<file path="src/rtl/core/sharded_size_class_free_list_pool_macros.svh">
// Assertion macros shared by the free-list pool RTL.
// Depends on nothing; included by modules that carry concurrent checks.
`ifndef SHARDED_SIZE_CLASS_FREE_LIST_POOL_MACROS_SVH
`define SHARDED_SIZE_CLASS_FREE_LIST_POOL_MACROS_SVH

`ifndef NO_ASSERTIONS
// same-cycle implication
`define SSCFL_ASSERT_IMPL(label, clk, rstn, ante, cons) \
    label: assert property (@(posedge clk) disable iff (!rstn) (ante) |-> (cons)) \
        else $error("sscfl: same-cycle check failed");
// next-cycle implication
`define SSCFL_ASSERT_NEXT(label, clk, rstn, ante, cons) \
    label: assert property (@(posedge clk) disable iff (!rstn) (ante) |=> (cons)) \
        else $error("sscfl: next-cycle check failed");
`else
`define SSCFL_ASSERT_IMPL(label, clk, rstn, ante, cons)
`define SSCFL_ASSERT_NEXT(label, clk, rstn, ante, cons)
`endif

`endif

</file>
<file path="src/rtl/core/sscfl_ram.sv">
// Generic simple dual-port RAM, one write and one registered read port.
// No dependencies; holds the bin table and the link store.
module sscfl_ram #(
    parameter int DEPTH = 128,
    parameter int WIDTH = 8
) (
    input  logic                     aclk,
    input  logic                     we,
    input  logic [$clog2(DEPTH)-1:0] waddr,
    input  logic [WIDTH-1:0]         wdata,
    input  logic                     re,
    input  logic [$clog2(DEPTH)-1:0] raddr,
    output logic [WIDTH-1:0]         rdata
);

    logic [WIDTH-1:0] mem_reg [DEPTH];
    logic [WIDTH-1:0] rdata_reg;

    always_ff @(posedge aclk) begin
        if (we) begin
            mem_reg[waddr] <= wdata;
        end
        if (re) begin
            rdata_reg <= mem_reg[raddr];
        end
    end

    assign rdata = rdata_reg;

endmodule

</file>
<file path="config.mk">
export PLATFORM = sky130hd
export DESIGN_NAME = sscfl_ram
export DESIGN_NICKNAME = d
export VERILOG_FILES = /design/src/rtl/core/sharded_size_class_free_list_pool_macros.svh /design/src/rtl/core/sscfl_ram.sv
export SDC_FILE = /design/constraint.sdc
export NUM_CORES = 1
export LEC_CHECK = 0
export BUFFER_PORTS_ARGS = -buffer_cell sky130_fd_sc_hd__buf_2
export CAP_MARGIN = 10
export CELL_PAD_IN_SITES_DETAIL_PLACEMENT = 2
export CELL_PAD_IN_SITES_GLOBAL_PLACEMENT = 2
export CORE_AREA = 4 4 254 355
export CTS_CLUSTER_DIAMETER = 40
export DETAILED_ROUTE_END_ITERATION = 6
export DIE_AREA = 0 0 258 359
export GPL_TIMING_DRIVEN = 0
export HOLD_SLACK_MARGIN = 0.02
export PLACE_DENSITY = 0.83
export SETUP_SLACK_MARGIN = 0.4
export SYNTH_ARGS = -nofsm -noshare
export SYNTH_HDL_FRONTEND = slang
export SYNTH_SLANG_ARGS = --single-unit
</file>
<file path="constraint.sdc">
create_clock -name aclk -period 2.7 [get_ports aclk]
set_input_delay 0.27 -clock aclk [delete_from_list [all_inputs] [get_ports aclk]]
set_output_delay 0.27 -clock aclk [all_outputs]
set_load 0.05 [all_outputs]
</file>
=== Word-level counts from Yosys, hierarchy flattened ===
Memory sizes are Yosys's and may differ from the RTL's. A register that Yosys moved wholly into a read port is not among the register bits.
Cells that the tools add are included.

* Bits in registers: 0
* Bits in latches: 0
* Bits in writable memories: 1024
* ROM bits: 0
* Input port bits: 25
* Output and inout port bits: 8
* Logic and storage cells: 3
* Memories: 1

{| class="wikitable"
|+ Memory list
! name !! words !! width !! read ports !! clocked after Yosys merged registers in !! wr ports !! line !! text
|-
| mem_reg || 128 || 8 || 1 || 1 || 1 || sscfl_ram.sv:16 || <nowiki>logic [WIDTH-1:0] mem_reg [DEPTH];</nowiki>
|}

* $add $sub $neg: 0
* Multiply operators: 0
* Div/mod/pow operators: 0
* Order comparisons: 0
* Eq/ne operators: 0
* Shifts and indexed selects: 0
* Muxes and demuxes: 2
* Bitwise logic cells: 0
* Reduce and logical (&&, ||, !) cells: 0

{| class="wikitable"
|+ Operators with widths
! cell !! number
|-
| two-way mux 1 bit || 2
|}

=== Logic depth before layout (Yosys ltp) ===
* Word-level depth: 2
* Depth in mapped cells: 7
* Mapped depth without buffers: 4

=== Worst setup path after synthesis ===
OpenSTA, ideal clock, no wires.

* Kind: input to register
* Start: input port raddr[0]
* End: register rdata_reg[0], in the netlist rdata[0] (read register of mem_reg), data pin
* Library setup time: 0.260 ns
* Data arrival time: 2.654 ns
* Data required time: 2.440 ns
* Path slack: -0.213 ns
* Cell stages on the path: 6
* Buffers on the path: 2
* Path through: clkbuf_1 > buf_1 > mux4_2 > mux4_2 > mux4_2 > mux2_2

{| class="wikitable"
|+ RTL lines
! item !! line !! text
|-
| from (decl) || sscfl_ram.sv:12 || <nowiki>input logic [$clog2(DEPTH)-1:0] raddr,</nowiki>
|-
| to (decl) || sscfl_ram.sv:17 || <nowiki>logic [WIDTH-1:0] rdata_reg;</nowiki>
|}

==> metrics.md <==
| Metric | Value |
|---|---|
| Status | `finished with violations` |
| Failing checks | `negative setup slack` |
| Pwr dens | `780.1 nW/um2` |
| Post-synth top area cell | `edfxtp_1` |
| Reg2reg setup slack | `-0.21 ns` |
| Final Cycle Share | `1.078` |
| Nets | `1871` |
| Drt drc | `0` |
| Post-Layout Cell Count | `3117` |
| Most Crowded Layer GR | `met2` |
| Dpl hpwl | `87930 um` |
| Sw Pwr | `~9.1 mW` |
| Hold Fails Final Rpt | `0` |
| Synth top area share | `0.7797` |
| Met1 GRT Util | `0.4032` |
| Rows | `128` |
| Iteration-0 DRC count of the detailed router | `3767` |
| Share of the yosys chip area belonging to registers | `0.7797` |
| Reg clk slew, reported paths | `between 0.1 and 0.15 ns` |
| Die H | `359 um` |
| Peak Freq | `between 300 and 400 MHz` |
| Unrepaired setup endpoints after global routing | `true` |
| Final worst setup slack | `-0.2098 ns` |
| Total track usage | `0.3235` |
| Area Growth Syn to Fin | `17.09%` |
| Power Total | `36.30 mW` |
| Post-DP Area | `about 42000 um2` |
| Buffers on Ports | `21` |
| DR pass1 iterations | `6` |
| Critical path arrival | `3.37 ns` |
| Relative slew slack | `0.1299` |
| CTS tree | `yes` |
| CP Launch Type | `flip-flop` |
| Global-route wire length before repair | `204100 um` |
| Max Cap Viol | `0` |
| Overall routed net length | `about 150000 um` |
| Seq pwr share | `0.489` |
| Met2 Use GR | `0.5360` |
| Ranking of synthesized cells by area | `edfxtp_1, mux4_2, nor2_1` |
| Num CTS Buffers | `between 100 and 150` |
| Max H-tree Level | `3` |
| Post-route ant nets | `0` |
| Leak Pwr | `14.43 nW` |
| Yosys warns | `0` |
| Gr ovfl total | `0` |
| Post-Route Utilization | `0.5351` |
| CTS sink cnt | `1032` |
| Synth cell types | `16` |
| Bufs on Longest Clock Path | `3` |
| WL/cell | `48.07 um` |
| Placed cells | `2842` |
| Commonest cells after routing, fill and taps aside | `edfxtp_1, mux4_2, clkbuf_16` |
| Post-Syn Instances | `1635` |
| Critical path class | `flip-flop to flip-flop` |
| Slew Viols, Final | `0` |
| Post-synth net total | `around 1700` |
| Initial core utilization | `0.4570` |
| Mapped Area | `39750 um2` |
| Worst-margin pin slew | `1.300 ns` |
| Worst-skew pair later-pin latency | `0.74 ns` |
| Number of flip-flops in the largest register | `1024` |
| Via count | `21282` |
| Vias per cell | `about 7` |
| HP Class | `input pin to flip-flop` |
| Worst Skew | `between 0.03 and 0.04 ns` |
| Placeable Area | `86960 um2` |
| Number of global-route vias before repair | `22091` |
| Max FO, Critical Path | `1` |
| Synthesized area per cell | `~24 um2` |
| CP endpoint kind | `flip-flop` |
| Final setup vio count | `8` |
| Die width | `258 um` |
| Max IR drop VDD | `just under 0.5 mV` |
| Commonest non-fill, non-tap cell in the layout | `edfxtp_1` |
| Yosys reg bits | `about 1000` |
| WP data required | `about 3.2 ns` |
| Global Route met3 Usage | `0.05693` |
| Clk pwr share | `0.453` |
| CTS root buf | `clkbuf_16` |
| Sw Share | `0.2496` |
| Share of cells above drive strength 1 | `0.3797` |
| Design area | `46540 um2` |
| P_int | `27.24 mW` |
| Largest net degree at the start of global routing | `94` |
| Ports | `33` |
| Combinational Power Share | `0.058` |
| Die Area | `92620 um2` |
| Min Tclk post-route | `2.910 ns` |
| Placer Congestion | `0.8449` |
| Initial antenna violation count | `10` |
-- critical path, cell delays in order (launching register included) --
cell	delay (ns)
edfxtp_1	0.59
mux4_2	0.60
mux4_2	0.56
mux4_2	0.56
mux2_4	0.31
-- per-stage QoR --
step / worst slack [ns] / hold slack, ns / TNS, ns
3_5_place_dp: -1.202 / 0.6165 / -352.59
4_1_cts: -0.1555 / 0.04480 / -0.2907
2_1_floorplan: 0.09054 / 0.3689 / 0
3_3_place_gp: -1.437 / 0.5991 / -88.29
5_1_grt: -0.2124 / 0.06046 / -0.5244
6_report: -0.2098 / 0.05319 / -0.5479
-- routing by layer --
| metal | vias to the layer above | wire (um) | part of all wire |
|---|---|---|---|
| met2 | 1800 | 74600 | 0.50 |
| met3 | 438 | 13350 | 0.089 |
| met4 | 0 | 10610 | 0.071 |
| met5 | - | 0 | 0 |
| met1 | 11551 | 51290 | 0.34 |
| li1 | 7493 | - | - |
-- synthesized netlist by cell type --
cell type and n:
clkbuf_1 44, nand3_1 12, buf_1 18, nor2b_1 7, buf_6 1, nor2_1 122, or3_1 1, mux2_2 8
nand2_1 14, buf_2 15, nor3_1 9, nand2b_1 2, mux4_2 336, nand4_1 3, edfxtp_1 1032, buf_4 11
-- repair_timing --
action,in CTS,in global routing
setup buffers,48,1
endpoints found under the setup margin,561,119
hold buffers,1,0
endpoints found under the hold margin,8,0
gates resized for setup,78,17
pin swaps,34,1
-- cell families after synthesis --
family                 after synthesis  synth area share
flip-flops                        1032            0.7797
buffers and inverters               89           0.01011
AND/OR/NAND/NOR                    170           0.01753
multiplexers                       344            0.1927
-- path summary, 6_finish.rpt --
| kind | from | to | cells past startpoint |
|---|---|---|---|
| setup / recovery | mem_reg[34][2] | rdata[2] | 4 |
| hold / removal | wdata[0] | mem_reg[41][0] | 1 |
| hold reg to reg | mem_reg[58][6] | rdata[6] | 4 |
| setup reg to reg | mem_reg[34][2] | rdata[2] | 4 |
-- power by group through the flow --
stage | sequential, mW | clock (mW) | combinational [mW]
final | 17.7 | 16.4 | 2.12
after CTS | 17.7 | 16.1 | 2.04
after global placement | 18.1 | 0 | 1.74
after floorplan | 18.1 | 0 | 0.961
after detailed placement | 18.1 | 0 | 1.97
after global routing | 17.7 | 17.2 | 2.13
-- final cells by class --
cell class,count,area (um2)
Fill cell,7137,40430
Sequential cell,1032,30990
Multi-Input combinational cell,514,8610
Clock buffer,131,2917
Tap cell,1170,1464
Timing Repair Buffer,96,943.4
Clock inverter,79,800.8
Buffer,89,798.3
Antenna cell,6,15.01
(Power assumes the default switching activity.)
