## config.mk

```make
export PLATFORM = sky130hd
export DESIGN_NAME = sscfl_bin_table
export DESIGN_NICKNAME = d
export VERILOG_FILES = /design/src/rtl/core/sharded_size_class_free_list_pool_macros.svh /design/src/rtl/core/sscfl_pkg.sv /design/src/rtl/core/sscfl_ram.sv /design/src/rtl/core/sscfl_bin_table.sv
export SDC_FILE = /design/constraint.sdc
export NUM_CORES = 2
export LEC_CHECK = 0
export CORE_MARGIN = 4
export CORE_UTILIZATION = 40
export CTS_BUF_LIST = sky130_fd_sc_hd__clkbuf_4 sky130_fd_sc_hd__clkbuf_8
export DETAILED_ROUTE_END_ITERATION = 10
export DONT_BUFFER_PORTS = 1
export PLACE_DENSITY = 0.63
export SYNTH_ARGS = -nofsm -noshare
export SYNTH_HDL_FRONTEND = slang
export SYNTH_HIERARCHICAL = 1
export SYNTH_SLANG_ARGS = --single-unit
```

## constraint.sdc

```tcl
create_clock -name aclk -period 3.05 [get_ports aclk]
set_clock_uncertainty 0.15 [all_clocks]
set_input_delay 0.1525 -clock aclk [delete_from_list [all_inputs] [get_ports aclk]]
set_output_delay 0.1525 -clock aclk [all_outputs]
set_load 0.01 [all_outputs]
```

## src/rtl/core/sharded_size_class_free_list_pool_macros.svh

```systemverilog
// Assertion macros shared by the free-list pool RTL.
// Depends on nothing; included by modules that carry concurrent checks.
`ifndef SHARDED_SIZE_CLASS_FREE_LIST_POOL_MACROS_SVH
`define SHARDED_SIZE_CLASS_FREE_LIST_POOL_MACROS_SVH

`ifndef NO_ASSERTIONS
// same-cycle implication
`define SSCFL_ASSERT_IMPL(label, clk, rstn, ante, cons) \
    label: assert property (@(posedge clk) disable iff (!rstn) (ante) |-> (cons)) \
        else $error("sscfl: same-cycle check failed");
// next-cycle implication
`define SSCFL_ASSERT_NEXT(label, clk, rstn, ante, cons) \
    label: assert property (@(posedge clk) disable iff (!rstn) (ante) |=> (cons)) \
        else $error("sscfl: next-cycle check failed");
`else
`define SSCFL_ASSERT_IMPL(label, clk, rstn, ante, cons)
`define SSCFL_ASSERT_NEXT(label, clk, rstn, ante, cons)
`endif

`endif

```

## src/rtl/core/sscfl_pkg.sv

```systemverilog
// Shared constants, types and helper functions of the free-list pool.
// No dependencies; imported by every module of the block except sscfl_ram.
package sscfl_pkg;

    localparam int NUM_SHARDS       = 8;
    localparam int NUM_SIZE_CLASSES = 16;
    localparam int NUM_OBJECTS      = 4096;
    localparam int MAX_BATCH        = 32;

    localparam int NBINS = NUM_SHARDS * NUM_SIZE_CLASSES;
    localparam int BIN_W = (NBINS > 1) ? $clog2(NBINS) : 1;

    // fixed field widths
    localparam int OP_W     = 3;
    localparam int SHARD_W  = 3;
    localparam int CLASS_W  = 4;
    localparam int HANDLE_W = 12;
    localparam int COUNT_W  = 13;
    localparam int WANT_W   = 6;
    localparam int BATCH_W  = 6;

    localparam int LINK_DEPTH = (NUM_OBJECTS < (1 << HANDLE_W)) ? NUM_OBJECTS : (1 << HANDLE_W);
    localparam int LINK_AW    = $clog2(LINK_DEPTH);
    localparam int GOT_W      = $clog2(MAX_BATCH + 1);
    localparam int BUF_W      = (MAX_BATCH > 1) ? $clog2(MAX_BATCH) : 1;

    localparam int S_TDATA_W = 72;
    localparam int M_TDATA_W = 32;

    // successor value that terminates a chain, and the count ceiling
    localparam logic [COUNT_W-1:0] END_LINK  = COUNT_W'(NUM_OBJECTS);
    localparam logic [COUNT_W-1:0] TALLY_MAX = COUNT_W'(NUM_OBJECTS);

    // operation codes
    localparam logic [OP_W-1:0] OP_PUSH  = 3'd0;
    localparam logic [OP_W-1:0] OP_CHAIN = 3'd1;
    localparam logic [OP_W-1:0] OP_POP   = 3'd2;
    localparam logic [OP_W-1:0] OP_COUNT = 3'd3;
    localparam logic [OP_W-1:0] OP_LINK  = 3'd4;

    typedef enum logic [1:0] {
        ST_IDLE,
        ST_BIN,
        ST_POP,
        ST_EMIT
    } state_t;

    typedef struct packed {
        logic [OP_W-1:0]     op;
        logic [SHARD_W-1:0]  shard;
        logic [CLASS_W-1:0]  size_class;
        logic [HANDLE_W-1:0] first_handle;
        logic [HANDLE_W-1:0] last_handle;
        logic [COUNT_W-1:0]  chain_len;
        logic [WANT_W-1:0]   want;
        logic [COUNT_W-1:0]  link_value;
    } item_t;

    // bin table access, one read and one write port
    typedef struct packed {
        logic                rd_en;
        logic [BIN_W-1:0]    rd_addr;
        logic                wr_en;
        logic [BIN_W-1:0]    wr_addr;
        logic [HANDLE_W-1:0] wr_head;
        logic [COUNT_W-1:0]  wr_tally;
        logic                wr_nonempty;
    } bin_req_t;

    typedef struct packed {
        logic [HANDLE_W-1:0] head;
        logic [COUNT_W-1:0]  tally;
        logic                nonempty;
    } bin_rsp_t;

    // link store access
    typedef struct packed {
        logic               rd_en;
        logic [LINK_AW-1:0] rd_addr;
        logic               wr_en;
        logic [LINK_AW-1:0] wr_addr;
        logic [COUNT_W-1:0] wr_data;
    } link_req_t;

    function automatic logic handle_ok(input logic [HANDLE_W-1:0] h);
        return int'(h) < NUM_OBJECTS;
    endfunction

    function automatic logic link_end(input logic [COUNT_W-1:0] v);
        return int'(v) >= NUM_OBJECTS;
    endfunction

    function automatic logic bin_sel_ok(input logic [SHARD_W-1:0] sh,
                                        input logic [CLASS_W-1:0] sc);
        return (int'(sh) < NUM_SHARDS) && (int'(sc) < NUM_SIZE_CLASSES);
    endfunction

    function automatic logic [BIN_W-1:0] bin_index(input logic [SHARD_W-1:0] sh,
                                                   input logic [CLASS_W-1:0] sc);
        return BIN_W'(int'(sh) * NUM_SIZE_CLASSES + int'(sc));
    endfunction

    function automatic logic [COUNT_W-1:0] add_sat(input logic [COUNT_W-1:0] a,
                                                   input logic [COUNT_W-1:0] b);
        logic [COUNT_W:0] s;
        s = {1'b0, a} + {1'b0, b};
        return (int'(s) > NUM_OBJECTS) ? TALLY_MAX : s[COUNT_W-1:0];
    endfunction

endpackage

```

## src/rtl/core/sscfl_ram.sv

```systemverilog
// Generic simple dual-port RAM, one write and one registered read port.
// No dependencies; holds the bin table and the link store.
module sscfl_ram #(
    parameter int DEPTH = 128,
    parameter int WIDTH = 8
) (
    input  logic                     aclk,
    input  logic                     we,
    input  logic [$clog2(DEPTH)-1:0] waddr,
    input  logic [WIDTH-1:0]         wdata,
    input  logic                     re,
    input  logic [$clog2(DEPTH)-1:0] raddr,
    output logic [WIDTH-1:0]         rdata
);

    logic [WIDTH-1:0] mem_reg [DEPTH];
    logic [WIDTH-1:0] rdata_reg;

    always_ff @(posedge aclk) begin
        if (we) begin
            mem_reg[waddr] <= wdata;
        end
        if (re) begin
            rdata_reg <= mem_reg[raddr];
        end
    end

    assign rdata = rdata_reg;

endmodule

```

## src/rtl/core/sscfl_bin_table.sv

```systemverilog
// Per-bin state: head and count in RAM, non-empty and written marks in flops.
// Depends on sscfl_pkg and sscfl_ram.
module sscfl_bin_table
    import sscfl_pkg::*;
(
    input  logic     aclk,
    input  logic     aresetn,
    input  bin_req_t req,
    output bin_rsp_t rsp
);

    logic [NBINS-1:0] nonempty_reg;
    logic [NBINS-1:0] written_reg;
    logic             ne_q_reg;
    logic             wr_q_reg;
    logic [HANDLE_W+COUNT_W-1:0] ram_rdata;

    // head and tally packed into one word
    sscfl_ram #(
        .DEPTH (NBINS),
        .WIDTH (HANDLE_W + COUNT_W)
    ) u_bin_ram (
        .aclk  (aclk),
        .we    (req.wr_en),
        .waddr (req.wr_addr),
        .wdata ({req.wr_head, req.wr_tally}),
        .re    (req.rd_en),
        .raddr (req.rd_addr),
        .rdata (ram_rdata)
    );

    // marks cleared at reset; an unwritten bin reads a zero count
    always_ff @(posedge aclk) begin
        if (!aresetn) begin
            nonempty_reg <= '0;
            written_reg  <= '0;
        end else if (req.wr_en) begin
            nonempty_reg[req.wr_addr] <= req.wr_nonempty;
            written_reg[req.wr_addr]  <= 1'b1;
        end
    end

    // marks read alongside the RAM word
    always_ff @(posedge aclk) begin
        if (req.rd_en) begin
            ne_q_reg <= nonempty_reg[req.rd_addr];
            wr_q_reg <= written_reg[req.rd_addr];
        end
    end

    assign rsp.head     = ram_rdata[HANDLE_W+COUNT_W-1:COUNT_W];
    assign rsp.tally    = wr_q_reg ? ram_rdata[COUNT_W-1:0] : '0;
    assign rsp.nonempty = ne_q_reg;

endmodule

```

After elaboration in Yosys (flattened, before gate mapping)
Memory sizes are Yosys's and may differ from the RTL's. A register that Yosys moved wholly into a read port is not among the register bits.
Cells that the tools add are included.
{"block": "word_totals", "mem_bits_rw": 3200, "inputBits": 44, "n_memories": 1, "output_inout_bits": 26, "register_bits": 258}
{"block": "classes", "n_mux": 10, "reduce_logical": 1, "n_bitwise": 1, "n_lt_le_gt_ge": 3}
{"memory": "u_bin_ram.mem_reg", "words": 128, "width": 25, "rd": 1, "rd_clocked_by_memory_dff": 1, "wr": 1, "line_no": "sscfl_ram.sv:16", "text": "logic [WIDTH-1:0] mem_reg [DEPTH];"}
{"cell": "128-bit bitwise mux", "count": 1}
{"cell": "128-bit OR", "count": 1}
{"cell": "7-bit by 8-bit < comparator with 1-bit output (second input constant)", "count": 2}
{"cell": "1-bit binary-select mux with 7-bit select", "count": 2}
{"cell": "13-bit 2-to-1 mux", "count": 1}
{"cell": "1-bit demux with 7-bit select", "count": 1}
{"cell": "7-bit by 1-bit greater-or-equal comparator with 1-bit output (second input constant)", "count": 1}
{"cell": "1-bit 2-to-1 mux", "count": 5}
{"cell": "1-bit logical AND", "count": 1}

Depth between registers and ports, before layout
{"block": "depth", "word_depth": 5, "ltp_mapped": 8, "mapped_depth_nobuf": 5}

By module
The synthesis kept the hierarchy.
{"module": "sscfl_ram", "cells_per_inst": 4720, "area_each_um2": 122525.0, "n_inst": 1}
{"module": "sscfl_bin_table", "cells_per_inst": 1203, "area_each_um2": 11481.0, "n_inst": 1}

Least setup slack after synthesis
Ideal clock, no wire load.
{"block": "synth_timing", "path_type": "input-to-reg", "start": "input port req[33] (netlist bit)", "end": "memory u_bin_ram/mem_reg[98][0] (netlist bit), enable pin", "path_slack_ns": 0.001, "stages": 3, "t_arrival_ns": 2.461, "required_ns": 2.462, "n_path_buf": 1, "cell_sequence": "clkbuf_1 nand4_1 nor3_1"}
{"block": "synth_via", "elab_chain_len": 2}
{"item": "start: declaration", "line_no": "sscfl_bin_table.sv:8", "text": "input bin_req_t req,"}
{"item": "1-bit 2-to-1 mux", "line_no": "sscfl_ram.sv:20", "text": "if (we) begin"}
{"item": "1-bit 2-to-1 mux (implied by the code)", "line_no": "sscfl_ram.sv:21", "text": "mem_reg[waddr] <= wdata;"}
{"item": "end: declaration", "line_no": "sscfl_ram.sv:16"}
Every way passes these cells.

Worst setup path after layout
{"block": "layout_timing", "start": "input port req[29] (netlist bit)", "end": "memory u_bin_ram/mem_reg[119][14] (netlist bit), enable pin"}
Straight into the memory's write port.

==> results by group <==
Outcome
  • Outcome: finished, violations left
  • Violations in the final reports: hold timing, setup timing

Power
  • Relative contribution of the clock network to total power: 0.401
  • Portion of total power attributed to sequential cells: 0.548
  • Switching power share of the total: 0.2192
  • Proportion of power drawn by combinational gates: 0.051
  • Leakage dissipation: 49.65 nW
  • Largest vdd supply drop: 0.0004269 V
  • Total net switching power: 0.02103 W
  • Final total power: 0.09591 W
  • Areal power density over the cells: 609.7 mW/mm²
  • Internal: 0.07488 W

Clock network
  • CTS buffer count: 563
  • Clock latency on the worst-skew pair: 1.16 ns
  • CTS sink count: 3,483
  • Setup Buffers After CTS: 0
  • Cell at the root of the clock tree: sky130_fd_sc_hd__clkbuf_8
  • Cts hold-fix bufs: 448
  • Clock slew seen by the registers of the worst setup and hold paths: 0.06 ns
  • Number of levels the H-tree was split into: 6
  • Clock tree from TritonCTS: built
  • Largest buffer count on any clock path: 4

Floorplanning
  • Floorplan die width: 586.8 µm
  • Row Count: 212
  • Area of the placeable core: 0.3334 mm²
  • Die Outline Area: 0.3443 mm²
  • Number of top-level pins: 70
  • Initial Util: 0.4019
  • Die Span Y: 586.8 µm

STA
  • Headroom to the max-slew limit: 0.2622
  • Actual slew at the worst max-slew pin: 1.107 ns
  • Worst hold slack: -0.4066 ns
  • Count of final hold-check violations: 27
  • Fin worst setup slack: -0.006253 ns
  • RSZ-0062 raised after global routing: false
  • Final-report max-slew violation count: 0
  • Setup violation total in the final timing report: 2
  • Highest clock rate: 0.3272 GHz
  • Time the final worst path needs with I/O delays and setup: 3.056 ns
  • Final period utilization: 1.002

Setup path
  • Cell count of the worst reg-to-reg path: 4
  • Largest fanout of any net on the critical path: 25
  • Endpoint type of the worst setup path: flip-flop
  • Element type at the critical path start: input port
  • Signal arrival time at the worst endpoint: 3.67 ns
  • Capture point of the worst reg-to-reg path: u_bin_ram/rdata[20]
  • Worst r2r src: u_bin_ram/mem_reg[69][20]
  • Critical path required time: 3.66 ns
  • Slowest-stage cell, CP: sky130_fd_sc_hd__dlygate4sd3_1
  • Worst R2R Setup Slack: 0.18 ns
  • Crit-path cells: dlygate4sd3_1 > nor2b_1 > nand3_1 > dlygate4sd3_1 > dlygate4sd3_1 > buf_4 > nor2_4 > buf_6
  • CP Buf/Inv Count: 5
  • Crit-path max cell delay: 0.86 ns
  • Most frequent CP cell: sky130_fd_sc_hd__dlygate4sd3_1
  • Top cell family by delay on the critical path: buffers and inverters
  • CP Class: in -> reg

Layout
  • Ratio of cells with drive above 1 in the final layout: 0.3304
  • Leading cell types in the layout, fill and taps excluded: sky130_fd_sc_hd__edfxtp_1, sky130_fd_sc_hd__mux4_2, sky130_fd_sc_hd__clkbuf_8
  • Area of all sequential standard cells: 0.1020 mm²
  • Final layout net count: 6,807
  • Largest register FFs: 3,200
  • Layout-stage area growth over the synthesis result: 17.39%
  • Area taken by multi-input logic gates: 0.03143 mm²
  • Number of fill cells in the layout: 26,790
  • Most common cell after layout, fill and taps aside: sky130_fd_sc_hd__edfxtp_1

Worst hold path
  • Worst hold path stage count: 4
  • Class of the most critical hold timing path: in -> reg
  • End point of the most critical hold path: ne_q_reg
  • Origin of the worst min-delay path: req[35]

Synthesis
  • Synthesized area per cell: 22.62 µm²
  • Async set-reset flop share out of synthesis: 0
  • Seq cells post-synth: 3,483
  • Fraction of the yosys area taken by sequential cells: 0.7614
  • Number of nets in the synthesized netlist: 5,967
  • Number of instances in the synthesized netlist: 5,923
  • Number of distinct library cells after synthesis: 33
  • Synth warn: 6
  • Area of the mapped netlist: 0.1340 mm²
  • Post-synth EDFFs: 3,227
  • Ys flop type: sky130_fd_sc_hd__edfxtp_1

Routing
  • Detailed Routing Iterations Pass 1: 8
  • Per-cell routed wire length: 31.34 µm
  • Number of vias per cell: 5.827
  • Final wirelength: 363,100 µm
  • Residual DRC count: 0
  • Violation count after the first detailed-routing iteration: 8,923
  • Total vias in the final route: 67,515
  • Remaining antenna violation count: 0

Job
  • Max capacitance violation total: 0

Global routing
  • Pin count of the biggest net entering global routing: 853
  • Overall overflow remaining after global route: 0
  • Initial antenna violation count: 38
  • Via count of the first global-routing pass: 69,537
  • Global-route usage over all layers: 0.2070
  • Wire length of the first global-routing pass: 512,300 µm

Placed design
  • Dpl hpwl: 167,800 µm
  • Global placer's final weighted congestion: 0.7469
  • Count of input and output buffers: 0
  • Post-placement worst setup slack: -2.496 ns
## worst max-delay path by stage
stage,startpoint,endpoint,slack [ns],cells after the start
final,req[29],u_bin_ram/mem_reg[119][14],-0.006,8
after global placement,req[34],u_bin_ram/rdata[13],-2.39,7
after global routing,req[29],u_bin_ram/mem_reg[78][16],0.03,8
after detailed placement,req[34],u_bin_ram/rdata[22],-2.50,8
after CTS,req[34],u_bin_ram/rdata[18],0.01,8
after floorplan,req[33],u_bin_ram/mem_reg[98][0],0.0007,3
## worst min-delay path, cell delays in order
cell,delay [ns]
sky130_fd_sc_hd__mux4_2,0.20
sky130_fd_sc_hd__o22ai_1,0.11
sky130_fd_sc_hd__nor3_1,0.12
sky130_fd_sc_hd__or4_1,0.16
## cells in the mapped netlist (all sizes together), types with 5 or more instances
library cell | count | share of area
and2 | 14 | 0.00065
a21oi | 8 | 0.00030
buf | 133 | 0.0049
clkbuf | 226 | 0.0063
o21ai | 126 | 0.0047
a22oi | 16 | 0.00090
o22ai | 8 | 0.00037
mux4 | 1106 | 0.19
nand2 | 151 | 0.0042
nand3 | 17 | 0.00063
dfxtp | 256 | 0.038
or2 | 6 | 0.00028
nand4 | 7 | 0.00033
mux2 | 33 | 0.0028
a21boi | 126 | 0.0071
mux2i | 34 | 0.0025
edfxtp | 3227 | 0.72
nor3 | 15 | 0.00056
o21a | 128 | 0.0072
nor2b | 15 | 0.00070
nand2b | 5 | 0.00023
nor2 | 251 | 0.0070
## power by group through the flow
stage               Sequential [W]  Clock [W]  Combinational [W]
floorplan                   0.0534          0            0.00268
global placement            0.0535          0            0.00329
detailed placement          0.0535          0            0.00328
CTS                         0.0526     0.0392            0.00463
global route                0.0525     0.0415            0.00508
finish                      0.0526     0.0385            0.00487
## through the flow
step	cells	hold slack, ns	instance area [µm²]	utilization	setup TNS [ns]
detailed placement	10122	0.1156	140900	0.4225	-55.80
global placement	10121	0.1199	140800	0.4224	-59.45
CTS	11551	-0.4337	157000	0.4710	0
floorplan	5923	0.1014	134000	-	0
global route	11573	-0.4119	157300	0.4717	0
finish	11586	-0.4066	157300	0.4718	-0.008092
## logic make-up after synthesis
| logic type | after synthesis | share of synthesized area |
|---|---|---|
| multiplexers | 1173 | 0.1914 |
| AND/OR/NAND/NOR | 495 | 0.01542 |
| buffers and inverters | 360 | 0.01127 |
| AO/OA/AOI/OAI | 412 | 0.02050 |
| flip-flops | 3483 | 0.7614 |
## per-layer routing
| metal | up-vias | part of all wire | track usage |
|---|---|---|---|
| met5 | - | 0.000074 | 0 |
| met4 | 4 | 0.037 | 0.07692 |
| met3 | 711 | 0.095 | 0.04252 |
| met2 | 3538 | 0.49 | 0.3357 |
| met1 | 36382 | 0.38 | 0.2780 |
| li1 | 26880 | - | - |
## cell type report
type                       instances  area share
multi-input combinational       2080      0.1998
clock inverter                   205    0.007150
timing repair buffer             634     0.04896
tap                             4387     0.03489
antenna                           28   0.0004454
sequential                      3483      0.6486
inverter                           1  0.00002386
clock buffer                     768     0.06015
## repair_timing
item	CTS	global route
hold endpoints to repair	6700	27
setup endpoints to repair	25	78
gates resized for setup	0	4
cloned	8	3
Power figures use the tool's default switching activity.
