$ cat src/rtl/core/sharded_size_class_free_list_pool_macros.svh
// Assertion macros shared by the free-list pool RTL.
// Depends on nothing; included by modules that carry concurrent checks.
`ifndef SHARDED_SIZE_CLASS_FREE_LIST_POOL_MACROS_SVH
`define SHARDED_SIZE_CLASS_FREE_LIST_POOL_MACROS_SVH

`ifndef NO_ASSERTIONS
// same-cycle implication
`define SSCFL_ASSERT_IMPL(label, clk, rstn, ante, cons) \
    label: assert property (@(posedge clk) disable iff (!rstn) (ante) |-> (cons)) \
        else $error("sscfl: same-cycle check failed");
// next-cycle implication
`define SSCFL_ASSERT_NEXT(label, clk, rstn, ante, cons) \
    label: assert property (@(posedge clk) disable iff (!rstn) (ante) |=> (cons)) \
        else $error("sscfl: next-cycle check failed");
`else
`define SSCFL_ASSERT_IMPL(label, clk, rstn, ante, cons)
`define SSCFL_ASSERT_NEXT(label, clk, rstn, ante, cons)
`endif

`endif

$ cat src/rtl/core/sscfl_pkg.sv
// Shared constants, types and helper functions of the free-list pool.
// No dependencies; imported by every module of the block except sscfl_ram.
package sscfl_pkg;

    localparam int NUM_SHARDS       = 8;
    localparam int NUM_SIZE_CLASSES = 16;
    localparam int NUM_OBJECTS      = 4096;
    localparam int MAX_BATCH        = 32;

    localparam int NBINS = NUM_SHARDS * NUM_SIZE_CLASSES;
    localparam int BIN_W = (NBINS > 1) ? $clog2(NBINS) : 1;

    // fixed field widths
    localparam int OP_W     = 3;
    localparam int SHARD_W  = 3;
    localparam int CLASS_W  = 4;
    localparam int HANDLE_W = 12;
    localparam int COUNT_W  = 13;
    localparam int WANT_W   = 6;
    localparam int BATCH_W  = 6;

    localparam int LINK_DEPTH = (NUM_OBJECTS < (1 << HANDLE_W)) ? NUM_OBJECTS : (1 << HANDLE_W);
    localparam int LINK_AW    = $clog2(LINK_DEPTH);
    localparam int GOT_W      = $clog2(MAX_BATCH + 1);
    localparam int BUF_W      = (MAX_BATCH > 1) ? $clog2(MAX_BATCH) : 1;

    localparam int S_TDATA_W = 72;
    localparam int M_TDATA_W = 32;

    // successor value that terminates a chain, and the count ceiling
    localparam logic [COUNT_W-1:0] END_LINK  = COUNT_W'(NUM_OBJECTS);
    localparam logic [COUNT_W-1:0] TALLY_MAX = COUNT_W'(NUM_OBJECTS);

    // operation codes
    localparam logic [OP_W-1:0] OP_PUSH  = 3'd0;
    localparam logic [OP_W-1:0] OP_CHAIN = 3'd1;
    localparam logic [OP_W-1:0] OP_POP   = 3'd2;
    localparam logic [OP_W-1:0] OP_COUNT = 3'd3;
    localparam logic [OP_W-1:0] OP_LINK  = 3'd4;

    typedef enum logic [1:0] {
        ST_IDLE,
        ST_BIN,
        ST_POP,
        ST_EMIT
    } state_t;

    typedef struct packed {
        logic [OP_W-1:0]     op;
        logic [SHARD_W-1:0]  shard;
        logic [CLASS_W-1:0]  size_class;
        logic [HANDLE_W-1:0] first_handle;
        logic [HANDLE_W-1:0] last_handle;
        logic [COUNT_W-1:0]  chain_len;
        logic [WANT_W-1:0]   want;
        logic [COUNT_W-1:0]  link_value;
    } item_t;

    // bin table access, one read and one write port
    typedef struct packed {
        logic                rd_en;
        logic [BIN_W-1:0]    rd_addr;
        logic                wr_en;
        logic [BIN_W-1:0]    wr_addr;
        logic [HANDLE_W-1:0] wr_head;
        logic [COUNT_W-1:0]  wr_tally;
        logic                wr_nonempty;
    } bin_req_t;

    typedef struct packed {
        logic [HANDLE_W-1:0] head;
        logic [COUNT_W-1:0]  tally;
        logic                nonempty;
    } bin_rsp_t;

    // link store access
    typedef struct packed {
        logic               rd_en;
        logic [LINK_AW-1:0] rd_addr;
        logic               wr_en;
        logic [LINK_AW-1:0] wr_addr;
        logic [COUNT_W-1:0] wr_data;
    } link_req_t;

    function automatic logic handle_ok(input logic [HANDLE_W-1:0] h);
        return int'(h) < NUM_OBJECTS;
    endfunction

    function automatic logic link_end(input logic [COUNT_W-1:0] v);
        return int'(v) >= NUM_OBJECTS;
    endfunction

    function automatic logic bin_sel_ok(input logic [SHARD_W-1:0] sh,
                                        input logic [CLASS_W-1:0] sc);
        return (int'(sh) < NUM_SHARDS) && (int'(sc) < NUM_SIZE_CLASSES);
    endfunction

    function automatic logic [BIN_W-1:0] bin_index(input logic [SHARD_W-1:0] sh,
                                                   input logic [CLASS_W-1:0] sc);
        return BIN_W'(int'(sh) * NUM_SIZE_CLASSES + int'(sc));
    endfunction

    function automatic logic [COUNT_W-1:0] add_sat(input logic [COUNT_W-1:0] a,
                                                   input logic [COUNT_W-1:0] b);
        logic [COUNT_W:0] s;
        s = {1'b0, a} + {1'b0, b};
        return (int'(s) > NUM_OBJECTS) ? TALLY_MAX : s[COUNT_W-1:0];
    endfunction

endpackage

$ cat src/rtl/core/sscfl_seq.sv
// Operation sequencer: bin read-modify-write, link walk, pop buffer, result register.
// Depends on sscfl_pkg and the assertion macro header.
`include "sharded_size_class_free_list_pool_macros.svh"

module sscfl_seq
    import sscfl_pkg::*;
(
    input  logic                aclk,
    input  logic                aresetn,
    // request side
    input  logic                s_tvalid,
    output logic                s_tready,
    input  item_t               s_item,
    // result side
    output logic                m_tvalid,
    input  logic                m_tready,
    output logic [HANDLE_W-1:0] m_popped_handle,
    output logic                m_handle_valid,
    output logic                m_last_result,
    output logic [BATCH_W-1:0]  m_batch_count,
    output logic [COUNT_W-1:0]  m_bin_count,
    // state stores
    output bin_req_t            bin_req,
    input  bin_rsp_t            bin_rsp,
    output link_req_t           link_req,
    input  logic [COUNT_W-1:0]  link_rdata
);

    state_t state_reg, state_next;

    item_t               item_reg;
    logic [HANDLE_W-1:0] cur_reg, cur_next;
    logic [GOT_W-1:0]    got_reg, got_next;
    logic [GOT_W-1:0]    limit_reg, limit_next;
    logic [GOT_W-1:0]    emit_reg, emit_next;
    logic [COUNT_W-1:0]  tally_reg, tally_next;
    logic [HANDLE_W-1:0] pbuf_reg [MAX_BATCH];

    logic                out_valid_reg, out_valid_next;
    logic [HANDLE_W-1:0] out_handle_reg, out_handle_next;
    logic                out_hv_reg, out_hv_next;
    logic                out_last_reg, out_last_next;
    logic [BATCH_W-1:0]  out_batch_reg, out_batch_next;
    logic [COUNT_W-1:0]  out_count_reg, out_count_next;
    logic                out_load;

    logic                buf_we;

    // decode of the latched request against the bin word
    logic               slot_free;
    logic               bin_ok;
    logic [BIN_W-1:0]   bidx;
    logic [GOT_W-1:0]   want_lim;
    logic               pop_start;
    logic               push_ok;
    logic               chain_ok;
    logic [COUNT_W-1:0] prev_link;
    logic [COUNT_W-1:0] new_tally;
    logic [COUNT_W-1:0] resp_count;

    // link walk decode
    logic [COUNT_W-1:0] pop_nx;
    logic               pop_end;
    logic [GOT_W-1:0]   got_inc;
    logic               pop_cont;
    logic [COUNT_W-1:0] tally_dec;
    logic               emit_last;

    assign slot_free = !out_valid_reg || m_tready;
    assign bin_ok    = bin_sel_ok(item_reg.shard, item_reg.size_class);
    assign bidx      = bin_index(item_reg.shard, item_reg.size_class);
    assign want_lim  = (int'(item_reg.want) > MAX_BATCH) ? GOT_W'(MAX_BATCH)
                                                         : GOT_W'(item_reg.want);
    assign pop_start = bin_ok && (item_reg.op == OP_POP) && bin_rsp.nonempty
                       && (want_lim != '0);
    assign push_ok   = bin_ok && (item_reg.op == OP_PUSH) && handle_ok(item_reg.first_handle);
    assign chain_ok  = bin_ok && (item_reg.op == OP_CHAIN) && (item_reg.chain_len != '0)
                       && handle_ok(item_reg.first_handle)
                       && handle_ok(item_reg.last_handle);
    assign prev_link = bin_rsp.nonempty ? {1'b0, bin_rsp.head} : END_LINK;
    assign new_tally = chain_ok ? add_sat(bin_rsp.tally, item_reg.chain_len)
                                : add_sat(bin_rsp.tally, COUNT_W'(1));
    assign resp_count = (push_ok || chain_ok) ? new_tally
                                              : (bin_ok ? bin_rsp.tally : '0);

    assign pop_nx    = handle_ok(cur_reg) ? link_rdata : END_LINK;
    assign pop_end   = link_end(pop_nx);
    assign got_inc   = GOT_W'(got_reg + 1'b1);
    assign pop_cont  = !pop_end && (got_inc < limit_reg);
    assign tally_dec = (tally_reg != '0) ? COUNT_W'(tally_reg - 1'b1) : '0;
    assign emit_last = (GOT_W'(emit_reg + 1'b1) == got_reg);

    // next state
    always_comb begin
        state_next = state_reg;
        unique case (state_reg)
            ST_IDLE: begin
                if (s_tvalid) begin
                    state_next = ST_BIN;
                end
            end
            ST_BIN: begin
                if (pop_start) begin
                    state_next = ST_POP;
                end else if (slot_free) begin
                    state_next = ST_IDLE;
                end
            end
            ST_POP: begin
                if (!pop_cont) begin
                    state_next = ST_EMIT;
                end
            end
            ST_EMIT: begin
                if (slot_free && emit_last) begin
                    state_next = ST_IDLE;
                end
            end
            default: state_next = ST_IDLE;
        endcase
    end

    // store requests, walk registers and result loading
    always_comb begin
        s_tready   = 1'b0;
        bin_req    = '0;
        link_req   = '0;
        buf_we     = 1'b0;
        cur_next   = cur_reg;
        got_next   = got_reg;
        limit_next = limit_reg;
        emit_next  = emit_reg;
        tally_next = tally_reg;
        out_load        = 1'b0;
        out_handle_next = out_handle_reg;
        out_hv_next     = out_hv_reg;
        out_last_next   = out_last_reg;
        out_batch_next  = out_batch_reg;
        out_count_next  = out_count_reg;

        unique case (state_reg)
            ST_IDLE: begin
                s_tready        = 1'b1;
                bin_req.rd_en   = s_tvalid;
                bin_req.rd_addr = bin_index(s_item.shard, s_item.size_class);
            end
            ST_BIN: begin
                if (pop_start) begin
                    link_req.rd_en   = 1'b1;
                    link_req.rd_addr = LINK_AW'(bin_rsp.head);
                    cur_next   = bin_rsp.head;
                    got_next   = '0;
                    limit_next = want_lim;
                    tally_next = bin_rsp.tally;
                    emit_next  = '0;
                end else if (slot_free) begin
                    // single-result operations commit here
                    case (item_reg.op)
                        OP_PUSH: begin
                            link_req.wr_en   = push_ok;
                            link_req.wr_addr = LINK_AW'(item_reg.first_handle);
                            link_req.wr_data = prev_link;
                        end
                        OP_CHAIN: begin
                            link_req.wr_en   = chain_ok;
                            link_req.wr_addr = LINK_AW'(item_reg.last_handle);
                            link_req.wr_data = prev_link;
                        end
                        OP_LINK: begin
                            link_req.wr_en   = handle_ok(item_reg.first_handle);
                            link_req.wr_addr = LINK_AW'(item_reg.first_handle);
                            link_req.wr_data = item_reg.link_value;
                        end
                        default: begin
                            // pop with nothing to take, count query, unknown codes
                        end
                    endcase
                    bin_req.wr_en       = push_ok || chain_ok;
                    bin_req.wr_addr     = bidx;
                    bin_req.wr_head     = item_reg.first_handle;
                    bin_req.wr_tally    = new_tally;
                    bin_req.wr_nonempty = 1'b1;
                    out_load        = 1'b1;
                    out_handle_next = '0;
                    out_hv_next     = 1'b0;
                    out_last_next   = 1'b1;
                    out_batch_next  = '0;
                    out_count_next  = resp_count;
                end
            end
            ST_POP: begin
                // one handle per cycle; next link address comes from the read data
                buf_we     = 1'b1;
                got_next   = got_inc;
                tally_next = tally_dec;
                if (pop_cont) begin
                    link_req.rd_en   = 1'b1;
                    link_req.rd_addr = LINK_AW'(pop_nx[HANDLE_W-1:0]);
                    cur_next         = pop_nx[HANDLE_W-1:0];
                end else begin
                    bin_req.wr_en       = 1'b1;
                    bin_req.wr_addr     = bidx;
                    bin_req.wr_head     = pop_end ? '0 : pop_nx[HANDLE_W-1:0];
                    bin_req.wr_tally    = tally_dec;
                    bin_req.wr_nonempty = !pop_end;
                end
            end
            ST_EMIT: begin
                if (slot_free) begin
                    out_load        = 1'b1;
                    out_handle_next = pbuf_reg[emit_reg[BUF_W-1:0]];
                    out_hv_next     = 1'b1;
                    out_last_next   = emit_last;
                    out_batch_next  = BATCH_W'(emit_reg + 1'b1);
                    out_count_next  = tally_reg;
                    emit_next       = GOT_W'(emit_reg + 1'b1);
                end
            end
            default: begin
            end
        endcase
    end

    assign out_valid_next = out_load ? 1'b1 : (m_tready ? 1'b0 : out_valid_reg);

    // control state
    always_ff @(posedge aclk) begin
        if (!aresetn) begin
            state_reg     <= ST_IDLE;
            out_valid_reg <= 1'b0;
        end else begin
            state_reg     <= state_next;
            out_valid_reg <= out_valid_next;
        end
    end

    // payload
    always_ff @(posedge aclk) begin
        if (s_tvalid && s_tready) begin
            item_reg <= s_item;
        end
        if (buf_we) begin
            pbuf_reg[got_reg[BUF_W-1:0]] <= cur_reg;
        end
        cur_reg   <= cur_next;
        got_reg   <= got_next;
        limit_reg <= limit_next;
        emit_reg  <= emit_next;
        tally_reg <= tally_next;
        if (out_load) begin
            out_handle_reg <= out_handle_next;
            out_hv_reg     <= out_hv_next;
            out_last_reg   <= out_last_next;
            out_batch_reg  <= out_batch_next;
            out_count_reg  <= out_count_next;
        end
    end

    assign m_tvalid        = out_valid_reg;
    assign m_popped_handle = out_handle_reg;
    assign m_handle_valid  = out_hv_reg;
    assign m_last_result   = out_last_reg;
    assign m_batch_count   = out_batch_reg;
    assign m_bin_count     = out_count_reg;

    // checks
    `SSCFL_ASSERT_IMPL(a_pop_bound, aclk, aresetn, state_reg == ST_POP, got_reg < limit_reg)
    `SSCFL_ASSERT_NEXT(a_emit_done, aclk, aresetn, state_reg == ST_EMIT && emit_last && slot_free, state_reg == ST_IDLE)
    `SSCFL_ASSERT_IMPL(a_bin_wr_busy, aclk, aresetn, bin_req.wr_en, state_reg != ST_IDLE)
    `SSCFL_ASSERT_IMPL(a_handle_batch, aclk, aresetn, out_valid_reg && out_hv_reg, out_batch_reg != '0)

endmodule

$ cat config.mk
export PLATFORM = sky130hd
export DESIGN_NAME = sscfl_seq
export DESIGN_NICKNAME = d
export VERILOG_FILES = /design/src/rtl/core/sscfl_pkg.sv /design/src/rtl/core/sscfl_seq.sv
export VERILOG_INCLUDE_DIRS = /design/src /design/src/rtl/core
export SDC_FILE = /design/constraint.sdc
export NUM_CORES = 1
export LEC_CHECK = 0
export ABC_AREA = 1
export BUFFER_PORTS_ARGS = -buffer_cell sky130_fd_sc_hd__buf_2
export CAP_MARGIN = 25
export CORE_UTILIZATION = 50
export DETAILED_ROUTE_END_ITERATION = 6
export PLACE_DENSITY = 0.78
export SYNTH_ARGS = -nofsm -noshare
export SYNTH_HDL_FRONTEND = slang
export SYNTH_SLANG_ARGS = --single-unit
$ cat constraint.sdc
create_clock -name aclk -period 4.1 [get_ports aclk]
set_input_delay 0.205 -clock aclk [delete_from_list [all_inputs] [get_ports aclk]]
set_output_delay 0.205 -clock aclk [all_outputs]
set_load 0.02 [all_outputs]
# Word-level counts from Yosys, hierarchy flattened
# Memories as Yosys holds them, arrays and structs flattened. A register that Yosys moved wholly into a read port is not among the register bits.
# Index checks and enable logic that the tools add are counted.
# op_classes
addsub,7
magnitude_cmp,5
n_eq_ne,16
muxes,63
n_reduce_logical,24
# ops
op,n
2-to-1 mux 13 bit,12
2-to-1 mux 34 bit,3
2-to-1 mux 26 bit,3
one-hot mux 13 bit (2 select lines),3
one-hot mux 26 bit (3 select lines),1
2-to-1 mux 12 bit,6
one-hot mux 34 bit (2 select lines),1
one-hot mux 12 bit (2 select lines),2
one-hot mux 6 bit (2 select lines),3
2-to-1 mux 6 bit,5
> comparator 14 x 13 -> 1 bit (second input constant),2
nonzero test 13 bit,2
inequality test 2 bit (second input constant),8
adder 13 x 1 -> 14 bit (second input constant),1
adder 13 x 13 -> 14 bit,1
adder 7 x 4 -> 7 bit,2
greater-or-equal comparator 13 bit (second input constant),1
2-to-1 mux 1 bit,13
subtractor 13 x 1 -> 13 bit (second input constant),1
adder 6 x 1 -> 6 bit (second input constant),2
2-to-1 mux 2 bit,5
2-to-1 mux 8 bit,1
one-hot mux 2 bit (4 select lines),1
equality test 6 bit,1
21 further kinds,35
# totals
ff_bits,145
ramBits,384
in_bits,109
out_inout_bits,116
word_cells,136
memories,1
# mem_list
memory,words,width,read_ports,rd_clocked_by_memory_dff,write_ports,line_no,source
pbuf_reg,32,12,1,1,1,sscfl_seq.sv:37,logic [HANDLE_W-1:0] pbuf_reg [MAX_BATCH];

# Logic depth before layout (Yosys ltp)
# depth
depth_word,8
depth_mapped,18
depth_no_buf,18

# Least setup slack after synthesis
# No wires, ideal clock.
# synth_path
path_kind,register to register
from,reg state_reg[0]
to,reg cur_reg[0] (enable)
setup_time_ns,0.345
arrival_time_ns,2.899
required_time_ns,3.755
path_slack_ns,0.857
path_stages_with_launch,8
path_buffers,1
period_less_slack_ns,3.243
path_cell_list,dfxtp_1 inv_1 ha_1 clkbuf_1 clkinv_1 o21ai_0 nand2_1 inv_1
# synth_via
elab_chain_cells,3
word_cells_on_any_way,6
classes_between,4 x eq/ne; 2 x reduce/logical
# synth_lines
element,line_no,source
from (decl),sscfl_seq.sv:29,"state_t state_reg, state_next;"
from (signal assigned),sscfl_seq.sv:232,state_reg <= state_next;
equality test 2 bit or equality test 2 x 1 -> 1 bit (tied branches),sscfl_seq.sv:141,unique case (state_reg)
inequality test 2 bit (no line) or nonzero test 2 bit (tied branches),-,
AND reduction 3 bit (no line) (*),-,
to (signal assigned),sscfl_seq.sv:245,cur_reg <= cur_next;
to (decl),sscfl_seq.sv:32,"logic [HANDLE_W-1:0] cur_reg, cur_next;"
# Mark *: on every way between the ends. The rest lies on a longest branch, timed or not.
# A chain may end at the register's enable or synchronous reset.

==> flow_metrics.tcl <==
set metrics [dict create \
    critPathKind "reg -> out" \
    end_kind "output port" \
    report.final.slew_viol_count 0 \
    gr-total-overflow 0 \
    hpwl_um 46100 \
    wl_per_cell_um 22.65 \
    antenna_left 0 \
    area_growth_pct 20.38 \
    antenna_found_initial 1 \
    wirelength_um 70200 \
    min_period_over_period 0.9603 \
    r2r-start "got_reg[1]" \
    die_h_um 219.5 \
    clock_latency_ps 610 \
    firstDrtPassIters 6 \
    io-pin-count 225 \
    diodes 0 \
    worstPathArrival_ps 3730 \
    min-delay-start "bin_rsp[18]" \
    crit_path_start "got_reg[2]" \
    largest_reg_flops 384 \
    vias 18270 \
    numCtsBuffers 53 \
    synth_cells 2122 \
    hold_viol 0 \
    synth_seq_cells 534 \
    htree_levels 2 \
    netlist_area_mm2 0.02365 \
    grt_use_total 0.2879 \
    crit_fanout 8 \
    slew_headroom 0.2792 \
    cap_violations 0 \
    slowest_stage "nor2b_1" \
    io_buffers 224 \
    p_leak_nw 10.63 \
    clk_pin_slew_ps 60 \
    dieArea_mm2 0.04817 \
    grt_max_degree 99 \
    ir_worst_vdd_uv 422.5 \
    synth_nets 2261 \
    place_ws_ps 655.3 \
    worst_hold_slack_ps 22.10 \
    syn_area_per_cell_um2 11.14 \
    fin_area_mm2 0.02847 \
    num-fill-cells 3546 \
    yosysWarningCount 0 \
    drt_iter0_drc 2146 \
    crit_family "simple AND/OR/NAND/NOR gates" \
    start_kind "register" \
    synth_flop_cell "edfxtp_1" \
    setup_viol 0 \
    core-area_mm2 0.04656 \
    vias_per_cell 5.894 \
    ys_seq_area_frac 0.6747 \
    critical_path_required_ps 3890 \
    place_area_mm2 0.02571 \
    period_minus_slack_ps 3937 \
    path_cells "inv_1, nor2_1, a221oi_2, ha_1, nand2_1, inv_1, nand3_1, o221ai_1, nor2b_1, buf_4, nand2_1, a21oi_1, buf_2" \
    power.density_mw_per_mm2 639.2 \
    critPathBufInv 4 \
    ctsLongestPathBuffers 3 \
    gp_congestion 0.9712 \
    drc 0 \
    rows 79 \
    final_nets 2588 \
    layout_setup_ws_ps 162.8 \
    outcome "finished, final reports clean" \
    grt_pass1_vias 17760 \
    cts_tree "done" \
    chipWidth_um 219.5 \
    skew_ps 22.06 \
    synthArstFlopShare 0 \
    max_stage_delay_ps 540 \
    fmax_ghz 0.2540 \
    ys_types 42 \
    grt_pass1_wl_um 102900 \
    tightest_slew_ps 1081 \
    synth_edf_count 526 \
    cts-root-buf "clkbuf_16" \
    hold_path.class "in -> reg" \
    cts.sinks 534 \
    start_util 0.5080 \
    drive_above_1_share 0.1681 \
]
==> final cells by class <==
| type | instances | area, um2 | area share |
|---|---|---|---|
| flip-flops and latches | 534 | 15960 | 0.5607 |
| inverters | 138 | 521.8 | 0.01833 |
| clock inverters | 32 | 372.9 | 0.01310 |
| multi-input cells | 1330 | 6710 | 0.2357 |
| repair buffers | 392 | 2758 | 0.09687 |
| well taps | 607 | 759.5 | 0.02668 |
| clock buffers | 66 | 1385 | 0.04865 |
==> worst paths after layout <==
path / to / slack (ps) / cells past startpoint
setup reg to reg: cur_reg[9] / 990 / 13
setup / recovery: bin_req[23] / 160 / 13
hold reg to reg: state_reg[0] / 580 / 2
hold / removal: cur_reg[4] / 20 / 3
==> per-stage QoR <==
| step | utilization | setup TNS, ps | cells | total power [mW] |
|---|---|---|---|---|
| 2_1_floorplan | - | 0 | 2122 | 10.90 |
| 3_3_place_gp | 0.5491 | 0 | 2899 | 12.89 |
| 3_5_place_dp | 0.5522 | 0 | 2909 | 13.09 |
| 4_1_cts | 0.6080 | 0 | 3091 | 18.07 |
| 5_1_grt | 0.6115 | -4.491 | 3099 | 18.98 |
| 6_report | 0.6115 | 0 | 3099 | 18.20 |
==> placed cells by master, fill, tap and decap left out, drive strengths merged <==
cell | netlist | final
bufinv | 0 | 7
o311ai | 9 | 9
o21bai | 13 | 13
o221ai | 68 | 68
clkinv | 1 | 22
nor2 | 344 | 344
o21ai | 241 | 241
and2 | 1 | 1
fa | 1 | 1
nor3 | 12 | 12
a221oi | 3 | 3
and3 | 1 | 1
xor2 | 17 | 17
nand2 | 303 | 303
dlygate4sd3 | 0 | 84
clkbuf | 93 | 66
or2 | 4 | 4
inv | 137 | 137
a21oi | 75 | 75
nand3b | 2 | 2
nand4 | 11 | 11
nor4 | 6 | 6
xnor2 | 8 | 8
clkinvlp | 0 | 4
nand3 | 123 | 123
mux2 | 2 | 2
a31oi | 16 | 16
o22ai | 37 | 37
o211ai | 3 | 3
nor2b | 1 | 1
edfxtp | 526 | 526
buf | 27 | 308
dfxtp | 8 | 8
ha | 29 | 29
==> metal layers <==
metal  track usage  wire [um]  part of all wire
met1        0.3607      26330              0.38
met2        0.4753      33160              0.47
met3       0.05700       7140              0.10
met4        0.1468       3552             0.051
met5             0         13           0.00019
==> synth_stat cells (2+ instances only) <==
cell	n	area (um2)
buf_2	18	90.09
o311ai_0	9	78.83
ha_1	29	362.9
or2_2	4	25.02
clkbuf_1	93	349.1
o21bai_1	13	97.59
a31oi_1	16	100.1
edfxtp_1	526	15800
a21oi_2	3	26.28
nand2_1	300	1126
o21ai_1	2	10.01
o21ai_0	238	1191
nand4_1	11	68.82
inv_2	2	7.510
xnor2_1	8	70.07
nor3_1	11	55.05
xor2_1	17	148.9
nor2_1	340	1276
mux2_2	2	22.52
inv_1	135	506.7
a221oi_1	3	26.28
nand3_2	3	30.03
nor4_1	6	37.54
o221ai_1	68	595.6
buf_1	6	22.52
o211ai_1	3	22.52
o22ai_1	37	231.5
nand2_2	2	12.51
nand3b_1	2	15.01
nor2_2	4	25.02
buf_4	3	22.52
dfxtp_1	8	160.2
nand3_1	120	600.6
a21oi_1	72	360.4
==> cell families (layout without fill, tap and decap cells) <==
group,Yosys count,after routing,share of synthesized area
flops,534,534,0.6747
mux,2,2,0.0009523
compound gates,465,465,0.1162
xor+xnor,25,25,0.009259
simple gates,808,808,0.1403
fa+ha+maj,30,30,0.01619
buf+inv,258,628,0.04238
==> worst register-to-register path, delay by kind of cell (launching register included) <==
family	cells	cell delay [ps]
AND/OR/NAND/NOR	6	700
AO/OA/AOI/OAI	2	580
buffers and inverters	3	560
adder cells (fa/ha/maj)	2	540
flip-flops	1	400
==> what timing repair did <==
item | CTS | global route
hold buffers | 84 | 0
setup buffers | 0 | 3
endpoints found under the setup margin | 0 | 22
hold endpoints to repair | 79 | 0
gates resized for setup | 0 | 3
==> power breakdown <==
group / leakage, nW / internal, mW / switching [mW]
clock network: 0.850 / 2.85 / 2.08
registers: 4.86 / 6.79 / 0.419
logic: 4.92 / 1.74 / 4.31
total: 10.6 / 11.4 / 6.81
No activity file was read; power rests on OpenSTA's default activity.
